$ cat config.mk
export PLATFORM = sky130hd
export DESIGN_NAME = c_subset_token_scanner
export DESIGN_NICKNAME = d
export VERILOG_FILES = /design/src/design/cst_pkg.sv /design/src/design/c_subset_token_scanner.sv /design/src/design/cst_core.sv /design/src/design/cst_tokq.sv
export VERILOG_INCLUDE_DIRS = /design/src /design/src/design
export SDC_FILE = /design/constraint.sdc
export NUM_CORES = 2
export LEC_CHECK = 0
export BUFFER_PORTS_ARGS = -buffer_cell sky130_fd_sc_hd__buf_2
export CAP_MARGIN = 20
export CORE_UTILIZATION = 47
export DETAILED_ROUTE_END_ITERATION = 10
export GPL_TIMING_DRIVEN = 0
export PLACE_DENSITY = 0.74
export SLEW_MARGIN = 30
export SYNTH_ARGS = -nofsm -noshare
export SYNTH_HDL_FRONTEND = slang
export SYNTH_SLANG_ARGS = --single-unit
$ cat constraint.sdc
create_clock -name clk -period 17.56 [get_ports clk]
set_input_delay 2.634 -clock clk [delete_from_list [all_inputs] [get_ports clk]]
set_output_delay 2.634 -clock clk [all_outputs]
set_load 0.05 [all_outputs]
$ cat src/design/assert_macros.svh
// ----------------------------------------------------------------------------
// Assertion macros
// Shared concurrent assertion forms for the token scanner RTL.
// ----------------------------------------------------------------------------
`ifndef ASSERT_MACROS_SVH
`define ASSERT_MACROS_SVH

// Property must hold at every clock edge outside reset.
`define CST_ASSERT(label, clk, rst_n, prop, msg) \
    label: assert property (@(posedge clk) disable iff (!rst_n) (prop)) else $error(msg);

// Condition must never be seen at a clock edge outside reset.
`define CST_ASSERT_NEVER(label, clk, rst_n, cond, msg) \
    label: assert property (@(posedge clk) disable iff (!rst_n) !(cond)) else $error(msg);

`endif

$ cat src/design/cst_pkg.sv
// ----------------------------------------------------------------------------
// cst_pkg
// Types, constants and character helpers for the C subset token scanner.
// ----------------------------------------------------------------------------
`default_nettype none

package cst_pkg;

    localparam int POSITION_BITS = 32;
    localparam int LINE_BITS     = 24;
    localparam int COLUMN_BITS   = 16;
    localparam int LENGTH_BITS   = 16;
    localparam int KIND_BITS     = 5;
    localparam int VALUE_BITS    = 64;
    localparam int PREFIX_BITS   = 48;
    localparam int CMP_BITS      = (POSITION_BITS > COLUMN_BITS) ? POSITION_BITS : COLUMN_BITS;

    // token queue
    localparam int QDEPTH = 4;
    localparam int QPTR_W = $clog2(QDEPTH);
    localparam logic [QPTR_W:0] QROOM = (QPTR_W + 1)'(QDEPTH - 2);

    localparam logic [LENGTH_BITS-1:0] PREFIX_LEN = LENGTH_BITS'(6);

    // token kinds
    localparam logic [KIND_BITS-1:0] KIND_END     = 5'd0;
    localparam logic [KIND_BITS-1:0] KIND_PLUS    = 5'd1;
    localparam logic [KIND_BITS-1:0] KIND_MINUS   = 5'd2;
    localparam logic [KIND_BITS-1:0] KIND_STAR    = 5'd3;
    localparam logic [KIND_BITS-1:0] KIND_SLASH   = 5'd4;
    localparam logic [KIND_BITS-1:0] KIND_LBRACE  = 5'd5;
    localparam logic [KIND_BITS-1:0] KIND_RBRACE  = 5'd6;
    localparam logic [KIND_BITS-1:0] KIND_LPAREN  = 5'd7;
    localparam logic [KIND_BITS-1:0] KIND_RPAREN  = 5'd8;
    localparam logic [KIND_BITS-1:0] KIND_COMMA   = 5'd9;
    localparam logic [KIND_BITS-1:0] KIND_SEMI    = 5'd10;
    localparam logic [KIND_BITS-1:0] KIND_ASSIGN  = 5'd11;
    localparam logic [KIND_BITS-1:0] KIND_EQ      = 5'd12;
    localparam logic [KIND_BITS-1:0] KIND_NE      = 5'd13;
    localparam logic [KIND_BITS-1:0] KIND_GT      = 5'd14;
    localparam logic [KIND_BITS-1:0] KIND_GE      = 5'd15;
    localparam logic [KIND_BITS-1:0] KIND_LT      = 5'd16;
    localparam logic [KIND_BITS-1:0] KIND_LE      = 5'd17;
    localparam logic [KIND_BITS-1:0] KIND_IF      = 5'd18;
    localparam logic [KIND_BITS-1:0] KIND_ELSE    = 5'd19;
    localparam logic [KIND_BITS-1:0] KIND_WHILE   = 5'd20;
    localparam logic [KIND_BITS-1:0] KIND_DO      = 5'd21;
    localparam logic [KIND_BITS-1:0] KIND_FOR     = 5'd22;
    localparam logic [KIND_BITS-1:0] KIND_RETURN  = 5'd23;
    localparam logic [KIND_BITS-1:0] KIND_IDENT   = 5'd24;
    localparam logic [KIND_BITS-1:0] KIND_NUMBER  = 5'd25;
    localparam logic [KIND_BITS-1:0] KIND_ILLEGAL = 5'd26;

    // characters
    localparam logic [7:0] CH_NUL        = 8'h00;
    localparam logic [7:0] CH_NEWLINE    = 8'h0A;
    localparam logic [7:0] CH_UNDERSCORE = 8'h5F;
    localparam logic [7:0] CH_EQUAL      = 8'h3D;
    localparam logic [7:0] CH_BANG       = 8'h21;
    localparam logic [7:0] CH_GREATER    = 8'h3E;
    localparam logic [7:0] CH_LESS       = 8'h3C;
    localparam logic [7:0] CH_ZERO       = 8'h30;

    // keywords, first bytes in the high end
    localparam logic [PREFIX_BITS-1:0] KW_IF     = 48'h0000_0000_6966;
    localparam logic [PREFIX_BITS-1:0] KW_DO     = 48'h0000_0000_646F;
    localparam logic [PREFIX_BITS-1:0] KW_FOR    = 48'h0000_0066_6F72;
    localparam logic [PREFIX_BITS-1:0] KW_ELSE   = 48'h0000_656C_7365;
    localparam logic [PREFIX_BITS-1:0] KW_WHILE  = 48'h0077_6869_6C65;
    localparam logic [PREFIX_BITS-1:0] KW_RETURN = 48'h7265_7475_726E;

    typedef enum logic [6:0] {
        MODE_IDLE   = 7'b0000001,
        MODE_IDENT  = 7'b0000010,
        MODE_NUMBER = 7'b0000100,
        MODE_EQ     = 7'b0001000,
        MODE_NOT    = 7'b0010000,
        MODE_GT     = 7'b0100000,
        MODE_LT     = 7'b1000000
    } scan_mode_t;

    typedef struct packed {
        logic [KIND_BITS-1:0]     kind;
        logic [VALUE_BITS-1:0]    value;
        logic [LINE_BITS-1:0]     line;
        logic [COLUMN_BITS-1:0]   column;
        logic [POSITION_BITS-1:0] start;
        logic [LENGTH_BITS-1:0]   length;
        logic                     last;
    } token_t;

    // tokens produced by one byte, oldest in first
    typedef struct packed {
        logic [1:0] count;
        token_t     first;
        token_t     second;
    } push_t;

    function automatic logic is_letter(input logic [7:0] c);
        return (c >= "a" && c <= "z") || (c >= "A" && c <= "Z") || c == CH_UNDERSCORE;
    endfunction

    function automatic logic is_digit(input logic [7:0] c);
        return c >= "0" && c <= "9";
    endfunction

    function automatic logic is_space(input logic [7:0] c);
        return c == " " || (c >= 8'd9 && c <= 8'd13);
    endfunction

    function automatic logic [KIND_BITS-1:0] op_kind(input logic [7:0] c);
        logic [KIND_BITS-1:0] k;
        unique case (c)
            "+":     k = KIND_PLUS;
            "-":     k = KIND_MINUS;
            "*":     k = KIND_STAR;
            "/":     k = KIND_SLASH;
            "{":     k = KIND_LBRACE;
            "}":     k = KIND_RBRACE;
            "(":     k = KIND_LPAREN;
            ")":     k = KIND_RPAREN;
            ",":     k = KIND_COMMA;
            ";":     k = KIND_SEMI;
            default: k = KIND_ILLEGAL;
        endcase
        return k;
    endfunction

    function automatic logic [KIND_BITS-1:0] word_kind(
        input logic [PREFIX_BITS-1:0] p,
        input logic [LENGTH_BITS-1:0] len
    );
        logic [KIND_BITS-1:0] k;
        k = KIND_IDENT;
        if (len == LENGTH_BITS'(2) && p == KW_IF)     k = KIND_IF;
        if (len == LENGTH_BITS'(2) && p == KW_DO)     k = KIND_DO;
        if (len == LENGTH_BITS'(3) && p == KW_FOR)    k = KIND_FOR;
        if (len == LENGTH_BITS'(4) && p == KW_ELSE)   k = KIND_ELSE;
        if (len == LENGTH_BITS'(5) && p == KW_WHILE)  k = KIND_WHILE;
        if (len == LENGTH_BITS'(6) && p == KW_RETURN) k = KIND_RETURN;
        return k;
    endfunction

    // saturate a position difference into a column
    function automatic logic [COLUMN_BITS-1:0] col_sat(input logic [POSITION_BITS-1:0] d);
        logic [CMP_BITS-1:0] dw;
        logic [CMP_BITS-1:0] cmax;
        dw   = CMP_BITS'(d);
        cmax = CMP_BITS'({COLUMN_BITS{1'b1}});
        return (dw > cmax) ? {COLUMN_BITS{1'b1}} : COLUMN_BITS'(dw);
    endfunction

endpackage

`default_nettype wire

$ cat src/design/c_subset_token_scanner.sv
// ----------------------------------------------------------------------------
// c_subset_token_scanner
// Byte-serial lexer for a small C subset: one text byte per beat in, tokens out.
// ----------------------------------------------------------------------------
// A byte is taken into the input register and scanned from there once the
// token queue has room for two tokens; the tokens it closes or makes are
// written into the token queue, from which they are handed out in order.
// Sustained rate is one byte per cycle while the queue has room; a byte that
// closes one token and makes another yields two, held in the 4-entry queue.
// Reset (asynchronous, rst_n low) empties both stages and starts a new text
// at offset 0 on line 1.
`default_nettype none
`include "assert_macros.svh"

module c_subset_token_scanner (
    input  wire logic                              clk,
    input  wire logic                              rst_n,
    input  wire logic                              cfg_write,
    input  wire logic                              cfg_data,
    input  wire logic                              in_valid,
    output logic                                   in_stall,
    input  wire logic [7:0]                        text_byte,
    output logic                                   out_valid,
    input  wire logic                              out_stall,
    output logic [cst_pkg::KIND_BITS-1:0]          token_kind,
    output logic [cst_pkg::VALUE_BITS-1:0]         number_value,
    output logic [cst_pkg::LINE_BITS-1:0]          token_line,
    output logic [cst_pkg::COLUMN_BITS-1:0]        token_column,
    output logic [cst_pkg::POSITION_BITS-1:0]      token_start,
    output logic [cst_pkg::LENGTH_BITS-1:0]        token_length,
    output logic                                   last_of_run
);
    import cst_pkg::*;

    logic               in_full_reg, in_full_next;
    logic [7:0]         in_byte_reg;
    logic               accept, step, pop;
    logic [QPTR_W:0]    q_count;
    push_t              push;
    token_t             head;

    // scan only when the queue can take two tokens
    assign step     = in_full_reg && (q_count <= QROOM);
    assign in_stall = in_full_reg && !step;
    assign accept   = in_valid && !in_stall;

    always_comb
    begin
        in_full_next = in_full_reg;
        if (accept)
            in_full_next = 1'b1;
        else if (step)
            in_full_next = 1'b0;
    end

    always_ff @(posedge clk or negedge rst_n)
    begin
        if (!rst_n)
            in_full_reg <= 1'b0;
        else
            in_full_reg <= in_full_next;
    end

    always_ff @(posedge clk)
    begin
        if (accept)
            in_byte_reg <= text_byte;
    end

    cst_core u_core (
        .clk       (clk),
        .rst_n     (rst_n),
        .cfg_write (cfg_write),
        .cfg_data  (cfg_data),
        .step      (step),
        .byte_in   (in_byte_reg),
        .push      (push)
    );

    cst_tokq u_tokq (
        .clk   (clk),
        .rst_n (rst_n),
        .push  (push),
        .pop   (pop),
        .head  (head),
        .count (q_count)
    );

    assign out_valid    = (q_count != '0);
    assign pop          = out_valid && !out_stall;
    assign token_kind   = head.kind;
    assign number_value = head.value;
    assign token_line   = head.line;
    assign token_column = head.column;
    assign token_start  = head.start;
    assign token_length = head.length;
    assign last_of_run  = head.last;

    `CST_ASSERT(a_in_hold, clk, rst_n, (in_full_reg && !step) |=> (in_full_reg && $stable(in_byte_reg)), "held byte lost or changed")
    `CST_ASSERT(a_in_take, clk, rst_n, accept |=> in_full_reg, "accepted byte not captured")

endmodule

`default_nettype wire

$ cat src/design/cst_core.sv
// ----------------------------------------------------------------------------
// cst_core
// Scan state and the combinational step that turns a byte into zero to two tokens.
// ----------------------------------------------------------------------------
`default_nettype none
`include "assert_macros.svh"

module cst_core (
    input  wire logic          clk,
    input  wire logic          rst_n,
    input  wire logic          cfg_write,
    input  wire logic          cfg_data,
    input  wire logic          step,
    input  wire logic [7:0]    byte_in,
    output cst_pkg::push_t     push
);
    import cst_pkg::*;

    scan_mode_t                 mode_reg, mode_next;
    logic [VALUE_BITS-1:0]      acc_reg, acc_next;
    logic [PREFIX_BITS-1:0]     prefix_reg, prefix_next;
    logic [LENGTH_BITS-1:0]     plen_reg, plen_next;
    logic [POSITION_BITS-1:0]   pos_reg, pos_next;
    logic [LINE_BITS-1:0]       line_reg, line_next;
    logic [POSITION_BITS-1:0]   lstart_reg, lstart_next;
    logic [POSITION_BITS-1:0]   pstart_reg, pstart_next;
    logic [LINE_BITS-1:0]       pline_reg, pline_next;
    logic [COLUMN_BITS-1:0]     pcol_reg, pcol_next;
    logic                       first_line_reg, first_line_next;

    logic [COLUMN_BITS-1:0]     col_here;
    logic [POSITION_BITS-1:0]   pos_inc;
    logic [KIND_BITS-1:0]       one_kind, two_kind;
    token_t                     t0, t1;
    logic                       v0, v1, done;

    assign col_here = col_sat(pos_reg - lstart_reg);
    assign pos_inc  = pos_reg + POSITION_BITS'(1);

    always_comb
    begin
        unique case (mode_reg)
            MODE_EQ:
            begin
                one_kind = KIND_ASSIGN;
                two_kind = KIND_EQ;
            end
            MODE_NOT:
            begin
                one_kind = KIND_ILLEGAL;
                two_kind = KIND_NE;
            end
            MODE_GT:
            begin
                one_kind = KIND_GT;
                two_kind = KIND_GE;
            end
            default:
            begin
                one_kind = KIND_LT;
                two_kind = KIND_LE;
            end
        endcase
    end

    always_comb
    begin
        mode_next       = mode_reg;
        acc_next        = acc_reg;
        prefix_next     = prefix_reg;
        plen_next       = plen_reg;
        pos_next        = pos_reg;
        line_next       = line_reg;
        lstart_next     = lstart_reg;
        pstart_next     = pstart_reg;
        pline_next      = pline_reg;
        pcol_next       = pcol_reg;
        first_line_next = first_line_reg;

        // pending token and token at the current byte
        t0.kind   = KIND_IDENT;
        t0.value  = '0;
        t0.line   = pline_reg;
        t0.column = pcol_reg;
        t0.start  = pstart_reg;
        t0.length = plen_reg;
        t0.last   = 1'b0;
        t1.kind   = KIND_ILLEGAL;
        t1.value  = '0;
        t1.line   = line_reg;
        t1.column = col_here;
        t1.start  = pos_reg;
        t1.length = LENGTH_BITS'(1);
        t1.last   = 1'b1;
        v0   = 1'b0;
        v1   = 1'b0;
        done = 1'b0;

        if (step)
        begin
            unique case (mode_reg)
                MODE_IDENT:
                begin
                    if (is_letter(byte_in) || is_digit(byte_in))
                    begin
                        if (plen_reg < PREFIX_LEN)
                            prefix_next = {prefix_reg[PREFIX_BITS-9:0], byte_in};
                        if (plen_reg != {LENGTH_BITS{1'b1}})
                            plen_next = plen_reg + LENGTH_BITS'(1);
                        pos_next = pos_inc;
                        done     = 1'b1;
                    end
                    else
                    begin
                        v0      = 1'b1;
                        t0.kind = word_kind(prefix_reg, plen_reg);
                    end
                end
                MODE_NUMBER:
                begin
                    if (is_digit(byte_in))
                    begin
                        // times ten as two shifted adds
                        acc_next = {acc_reg[VALUE_BITS-4:0], 3'b000}
                                 + {acc_reg[VALUE_BITS-2:0], 1'b0}
                                 + {{(VALUE_BITS-8){1'b0}}, byte_in - CH_ZERO};
                        if (plen_reg != {LENGTH_BITS{1'b1}})
                            plen_next = plen_reg + LENGTH_BITS'(1);
                        pos_next = pos_inc;
                        done     = 1'b1;
                    end
                    else
                    begin
                        v0       = 1'b1;
                        t0.kind  = KIND_NUMBER;
                        t0.value = acc_reg;
                    end
                end
                MODE_EQ, MODE_NOT, MODE_GT, MODE_LT:
                begin
                    v0 = 1'b1;
                    if (byte_in == CH_EQUAL)
                    begin
                        t0.kind   = two_kind;
                        t0.length = LENGTH_BITS'(2);
                        plen_next = LENGTH_BITS'(2);
                        mode_next = MODE_IDLE;
                        pos_next  = pos_inc;
                        done      = 1'b1;
                    end
                    else
                        t0.kind = one_kind;
                end
                MODE_IDLE:
                begin
                end
                default:
                begin
                end
            endcase

            if (!done)
            begin
                mode_next = MODE_IDLE;
                pos_next  = pos_inc;
                if (byte_in == CH_NUL)
                begin
                    // end token, then restart for a new text
                    v1          = 1'b1;
                    t1.kind     = KIND_END;
                    t1.length   = '0;
                    acc_next    = '0;
                    prefix_next = '0;
                    plen_next   = '0;
                    pos_next    = '0;
                    line_next   = LINE_BITS'(first_line_reg);
                    lstart_next = '0;
                    pstart_next = '0;
                    pline_next  = '0;
                    pcol_next   = '0;
                end
                else if (is_space(byte_in))
                begin
                    if (byte_in == CH_NEWLINE)
                    begin
                        if (line_reg != {LINE_BITS{1'b1}})
                            line_next = line_reg + LINE_BITS'(1);
                        lstart_next = pos_inc;
                    end
                end
                else if (is_letter(byte_in) || is_digit(byte_in) || byte_in == CH_EQUAL
                         || byte_in == CH_BANG || byte_in == CH_GREATER
                         || byte_in == CH_LESS)
                begin
                    // hold the token open until the next byte
                    pstart_next = pos_reg;
                    pline_next  = line_reg;
                    pcol_next   = col_here;
                    plen_next   = LENGTH_BITS'(1);
                    priority if (is_letter(byte_in))
                    begin
                        mode_next   = MODE_IDENT;
                        prefix_next = {{(PREFIX_BITS-8){1'b0}}, byte_in};
                    end
                    else if (is_digit(byte_in))
                    begin
                        mode_next = MODE_NUMBER;
                        acc_next  = {{(VALUE_BITS-8){1'b0}}, byte_in - CH_ZERO};
                    end
                    else if (byte_in == CH_EQUAL)
                        mode_next = MODE_EQ;
                    else if (byte_in == CH_BANG)
                        mode_next = MODE_NOT;
                    else if (byte_in == CH_GREATER)
                        mode_next = MODE_GT;
                    else
                        mode_next = MODE_LT;
                end
                else
                begin
                    v1      = 1'b1;
                    t1.kind = op_kind(byte_in);
                end
            end
        end

        if (cfg_write)
        begin
            first_line_next = cfg_data;
            if (pos_reg == '0 && mode_reg == MODE_IDLE)
                line_next = LINE_BITS'(cfg_data);
        end

        t0.last     = !v1;
        push.count  = {1'b0, v0} + {1'b0, v1};
        push.first  = v0 ? t0 : t1;
        push.second = t1;
    end

    always_ff @(posedge clk or negedge rst_n)
    begin
        if (!rst_n)
        begin
            mode_reg       <= MODE_IDLE;
            acc_reg        <= '0;
            prefix_reg     <= '0;
            plen_reg       <= '0;
            pos_reg        <= '0;
            line_reg       <= LINE_BITS'(1);
            lstart_reg     <= '0;
            pstart_reg     <= '0;
            pline_reg      <= '0;
            pcol_reg       <= '0;
            first_line_reg <= 1'b1;
        end
        else
        begin
            mode_reg       <= mode_next;
            acc_reg        <= acc_next;
            prefix_reg     <= prefix_next;
            plen_reg       <= plen_next;
            pos_reg        <= pos_next;
            line_reg       <= line_next;
            lstart_reg     <= lstart_next;
            pstart_reg     <= pstart_next;
            pline_reg      <= pline_next;
            pcol_reg       <= pcol_next;
            first_line_reg <= first_line_next;
        end
    end

    `CST_ASSERT_NEVER(a_push_count, clk, rst_n, push.count == 2'd3, "more than two tokens from one byte")
    `CST_ASSERT_NEVER(a_push_idle, clk, rst_n, !step && (push.count != 2'd0), "token pushed without a byte")
    `CST_ASSERT_NEVER(a_value_kind, clk, rst_n, (push.count != 2'd0) && (push.first.kind != KIND_NUMBER) && (push.first.value != '0), "value on a non-number token")

endmodule

`default_nettype wire

$ cat src/design/cst_tokq.sv
// ----------------------------------------------------------------------------
// cst_tokq
// Small token queue: takes up to two tokens a cycle, hands out one per beat.
// ----------------------------------------------------------------------------
`default_nettype none
`include "assert_macros.svh"

module cst_tokq (
    input  wire logic                  clk,
    input  wire logic                  rst_n,
    input  wire cst_pkg::push_t        push,
    input  wire logic                  pop,
    output cst_pkg::token_t            head,
    output logic [cst_pkg::QPTR_W:0]   count
);
    import cst_pkg::*;

    token_t             mem_reg [QDEPTH];
    logic [QPTR_W-1:0]  wr_ptr_reg, wr_ptr_next;
    logic [QPTR_W-1:0]  rd_ptr_reg, rd_ptr_next;
    logic [QPTR_W:0]    count_reg, count_next;
    logic [QPTR_W-1:0]  wr_ptr_1;

    assign wr_ptr_1    = wr_ptr_reg + QPTR_W'(1);
    assign wr_ptr_next = wr_ptr_reg + QPTR_W'(push.count);
    assign rd_ptr_next = rd_ptr_reg + QPTR_W'(pop);
    assign count_next  = count_reg + (QPTR_W + 1)'(push.count) - (QPTR_W + 1)'(pop);
    assign head        = mem_reg[rd_ptr_reg];
    assign count       = count_reg;

    always_ff @(posedge clk)
    begin
        if (push.count != 2'd0)
            mem_reg[wr_ptr_reg] <= push.first;
        if (push.count == 2'd2)
            mem_reg[wr_ptr_1] <= push.second;
    end

    always_ff @(posedge clk or negedge rst_n)
    begin
        if (!rst_n)
        begin
            wr_ptr_reg <= '0;
            rd_ptr_reg <= '0;
            count_reg  <= '0;
        end
        else
        begin
            wr_ptr_reg <= wr_ptr_next;
            rd_ptr_reg <= rd_ptr_next;
            count_reg  <= count_next;
        end
    end

    `CST_ASSERT_NEVER(a_q_over, clk, rst_n, count_reg > (QPTR_W + 1)'(QDEPTH), "token queue overflow")
    `CST_ASSERT_NEVER(a_q_room, clk, rst_n, (push.count != 2'd0) && (count_reg > QROOM), "push without room")
    `CST_ASSERT_NEVER(a_q_under, clk, rst_n, pop && (count_reg == '0), "pop from empty queue")

endmodule

`default_nettype wire
==> results.txt <==
----------------------------------------------------
[Status]
  Outcome ... finished clean

[Critical path]
  Critical Path Fanout Max ... 53
  Startpoint kind of the worst setup timing path ... flop
  Max incr delay on CP ... 0.82 ns
  Arrival @ worst endpoint ... 8.05 ns
  Critical-path cell list ... ha_1 -> clkbuf_1 -> nor3b_1 -> a31oi_1 -> o22a_1 -> o21ai_1 -> o21a_1 -> nor2_1 -> o21ai_1 -> clkbuf_1 -> clkbuf_1 -> ha_1 -> nor2_1 -> and2_1 -> buf_1 -> nor2_2 -> clkbuf_1 -> inv_6 -> buf_16
  Master of the slowest instance on the critical path ... sky130_fd_sc_hd__nor2_2
  Worst setup path class ... reg2reg
  Buffers and inverters on the worst path ... 7
  Crit path required time ... 17.93 ns
  Internal reg-to-reg setup slack ... 9.88 ns
  Cell seen most often among critical-path stages ... sky130_fd_sc_hd__clkbuf_1
  Family with the most delay on the worst path ... buffers and inverters
  CP endpoint kind ... flop

[Yosys]
  Main flop type after synthesis ... sky130_fd_sc_hd__edfxtp_1
  Number of instances in the synthesized netlist ... 4,164
  Count of warnings emitted by yosys ... 0
  Avg Inst Size Synth ... 11.3 um2
  Post-synthesis cell type count ... 81
  Fraction of registers with async set or reset after synthesis ... 32.2%
  Post-synthesis instance area ... 0.0472 mm2
  Net count of the mapped netlist ... 4,355
  #FFs+latches synth ... 944
  Sequential-to-total area share from yosys stat ... 50.0%
  Post-synth EDFFs ... 320

[Cells and area]
  Largest register FFs ... 632
  Antenna diodes ... 0
  Share of the core filled with cells ... 54.1%
  Final-layout fill cell count ... 8,423
  Nets ... 4,648
  Fraction of layout instances using a drive strength above 1 ... 13.3%
  Most common cell after layout, fill and taps aside ... sky130_fd_sc_hd__a22o_1
  Synthesis-to-finish area growth ... 13.4%
  Leading cell types in the layout, fill and taps excluded ... 589 x sky130_fd_sc_hd__a22o_1, 343 x sky130_fd_sc_hd__nand2_1, 320 x sky130_fd_sc_hd__edfxtp_1, 320 x sky130_fd_sc_hd__dfxtp_1, 309 x sky130_fd_sc_hd__clkbuf_1

[Place]
  HPWL Detailed ... 104,000 um
  Count of input and output buffers ... 173
  RD Place Congestion ... 0.962

[STA]
  Final clock skew ... 0.0494 ns
  Final Hold Vio Count ... 0
  Fraction of the cycle the final worst path needs ... 43.7%
  Final setup viols ... 0
  Slew headroom ... 27.6%
  Least-Margin Pin Slew ... 1.09 ns
  Final sum of negative setup slack ... 0 ns
  Timing-limited maximum frequency ... 130 MHz
  Min Clock Period, post-route ... 7.68 ns
  Unrepaired setup endpoints after global routing ... no
  Max-slew violation count ... 0

[Die]
  Number of primary I/O pins ... 174
  Die Outline Area ... 0.102 mm2
  Die Span Y ... 319 um
  Die span in x ... 319 um
  Starting Density ... 47.7%
  Area of the core ... 0.0990 mm2
  Row count ... 115

[Detailed routing]
  Post-Route WL ... 149,000 um
  WL/cell ... 25.5 um
  Vias post-DR ... 38,266
  Post-route antenna net violation count ... 0
  First drt pass iteration count ... 6
  Average via count per standard cell ... 6.57
  Starting DRT DRC Count ... 5,138
  Drc violations ... 0

[GRT]
  Vias in the first global route ... 37,081
  Pin count of the biggest net entering global routing ... 82
  Total global routing track utilization ... 28.7%
  Antenna violations before repair ... 3
  Global-route wire length before repair ... 226,000 um
  Final global-route overflow total ... 0

[Clock tree]
  Root buffer cell ... sky130_fd_sc_hd__clkbuf_16
  Number of buffers inserted during clock tree synthesis ... 97
  Clock latency on the worst-skew pair ... 0.71 ns
  CTS H-tree depth ... 3
  Number of gates resized after cts ... 0
  Clock tree from TritonCTS ... yes
  Largest buffer count on any clock path ... 3
  CTS clock-pin slew for the worst setup and hold paths ... 0.06 ns
  Clock sink count ... 944
  Number of buffers inserted for hold repair after clock tree synthesis ... 0
  Post-CTS repair timing setup buffer count ... 0

[Pwr]
  Pwr Density ... 146 mW/mm2
  Leakage ... 0.0214 uW
  Maximum VDD drop ... 0.125 mV

[Flow run]
  Max Cap Violations ... 0

[Min path]
  Hold Crit Class ... reg2reg

----------------------------------------------------
-- cells by family (layout without fill, tap and decap cells) --
family / Yosys count / count (layout) / share of synthesized area (%)
AO/OA/AOI/OAI: 1425 / 1425 / 22.4
XOR/XNOR: 130 / 130 / 2.41
adder cells (fa/ha/maj): 178 / 178 / 4.84
buffers and inverters: 455 / 831 / 3.64
flip-flops: 944 / 944 / 50.0
multiplexers: 168 / 168 / 7.76
AND/OR/NAND/NOR: 864 / 864 / 8.90
-- power by group --
part / internal [uW] / leakage [uW] / total (uW) / switching, uW
clock network: 1220 / 0.00162 / 2140 / 913
registers: 2540 / 0.00974 / 2720 / 179
logic: 838 / 0.0100 / 2970 / 2140
-- layout make-up --
type | count | area (um2) | area share, %
tap | 1287 | 1610 | 3.01
buffer | 358 | 1380 | 2.58
timing repair buffer | 194 | 1250 | 2.33
multi-input combinational | 2765 | 22000 | 41.1
clock inverter | 51 | 549 | 1.03
inverter | 97 | 384 | 0.717
clock buffer | 131 | 2750 | 5.13
sequential | 944 | 23600 | 44.1
-- path summary, 6_finish.rpt --
kind,endpoint,cells past startpoint,from
worst max-delay path,u_tokq.mem_reg[1][44],19,in_byte_reg[4]
worst min-delay path,u_tokq.mem_reg[2][12],1,u_tokq.mem_reg[2][12]
worst max register to register,u_tokq.mem_reg[1][44],19,in_byte_reg[4]
worst min register to register,u_tokq.mem_reg[2][12],1,u_tokq.mem_reg[2][12]
max in group asynchronous,u_core.pos_reg[9],3,rst_n
min in group asynchronous,u_core.acc_reg[40],1,rst_n
-- per-layer routing --
layer	GRT usage, %	up-vias	share of wire (%)
met1	40.0	19142	41
li1	-	16737	-
met4	11.9	0	3.9
met2	43.6	2091	45
met5	0	-	0
met3	5.82	296	10
-- synth_stat cells (all sizes together), types with 61 or more instances --
cell      n  area, um2
nand2   343       1290
inv      97        364
a32o     87        871
nand3    61        305
edfxtp  320       9610
o21ai   297       1490
dfxtp   320       6410
dfrtp   301       7530
a21o     61        458
clkbuf  301       1130
ha      169       2110
nor3     66        340
a21oi   145        726
o31ai    64        494
nor2    130        488
mux4    158       3560
xnor2    74        648
a22o    589       5160
-- metrics by stage --
stage | hold slack [ns] | cells | total power [uW] | setup slack (ns) | area [um2]
2_1_floorplan | 0.437 | 4164 | 4630 | 11.58 | 47200
3_3_place_gp | 0.441 | 5624 | 5600 | 7.40 | 49700
3_5_place_dp | 0.449 | 5644 | 5670 | 10.19 | 50200
4_1_cts | 0.465 | 5826 | 7780 | 10.20 | 53500
5_1_grt | 0.480 | 5827 | 8070 | 9.60 | 53500
6_report | 0.464 | 5827 | 7830 | 9.88 | 53500
No activity file was read; power rests on OpenSTA's default activity.
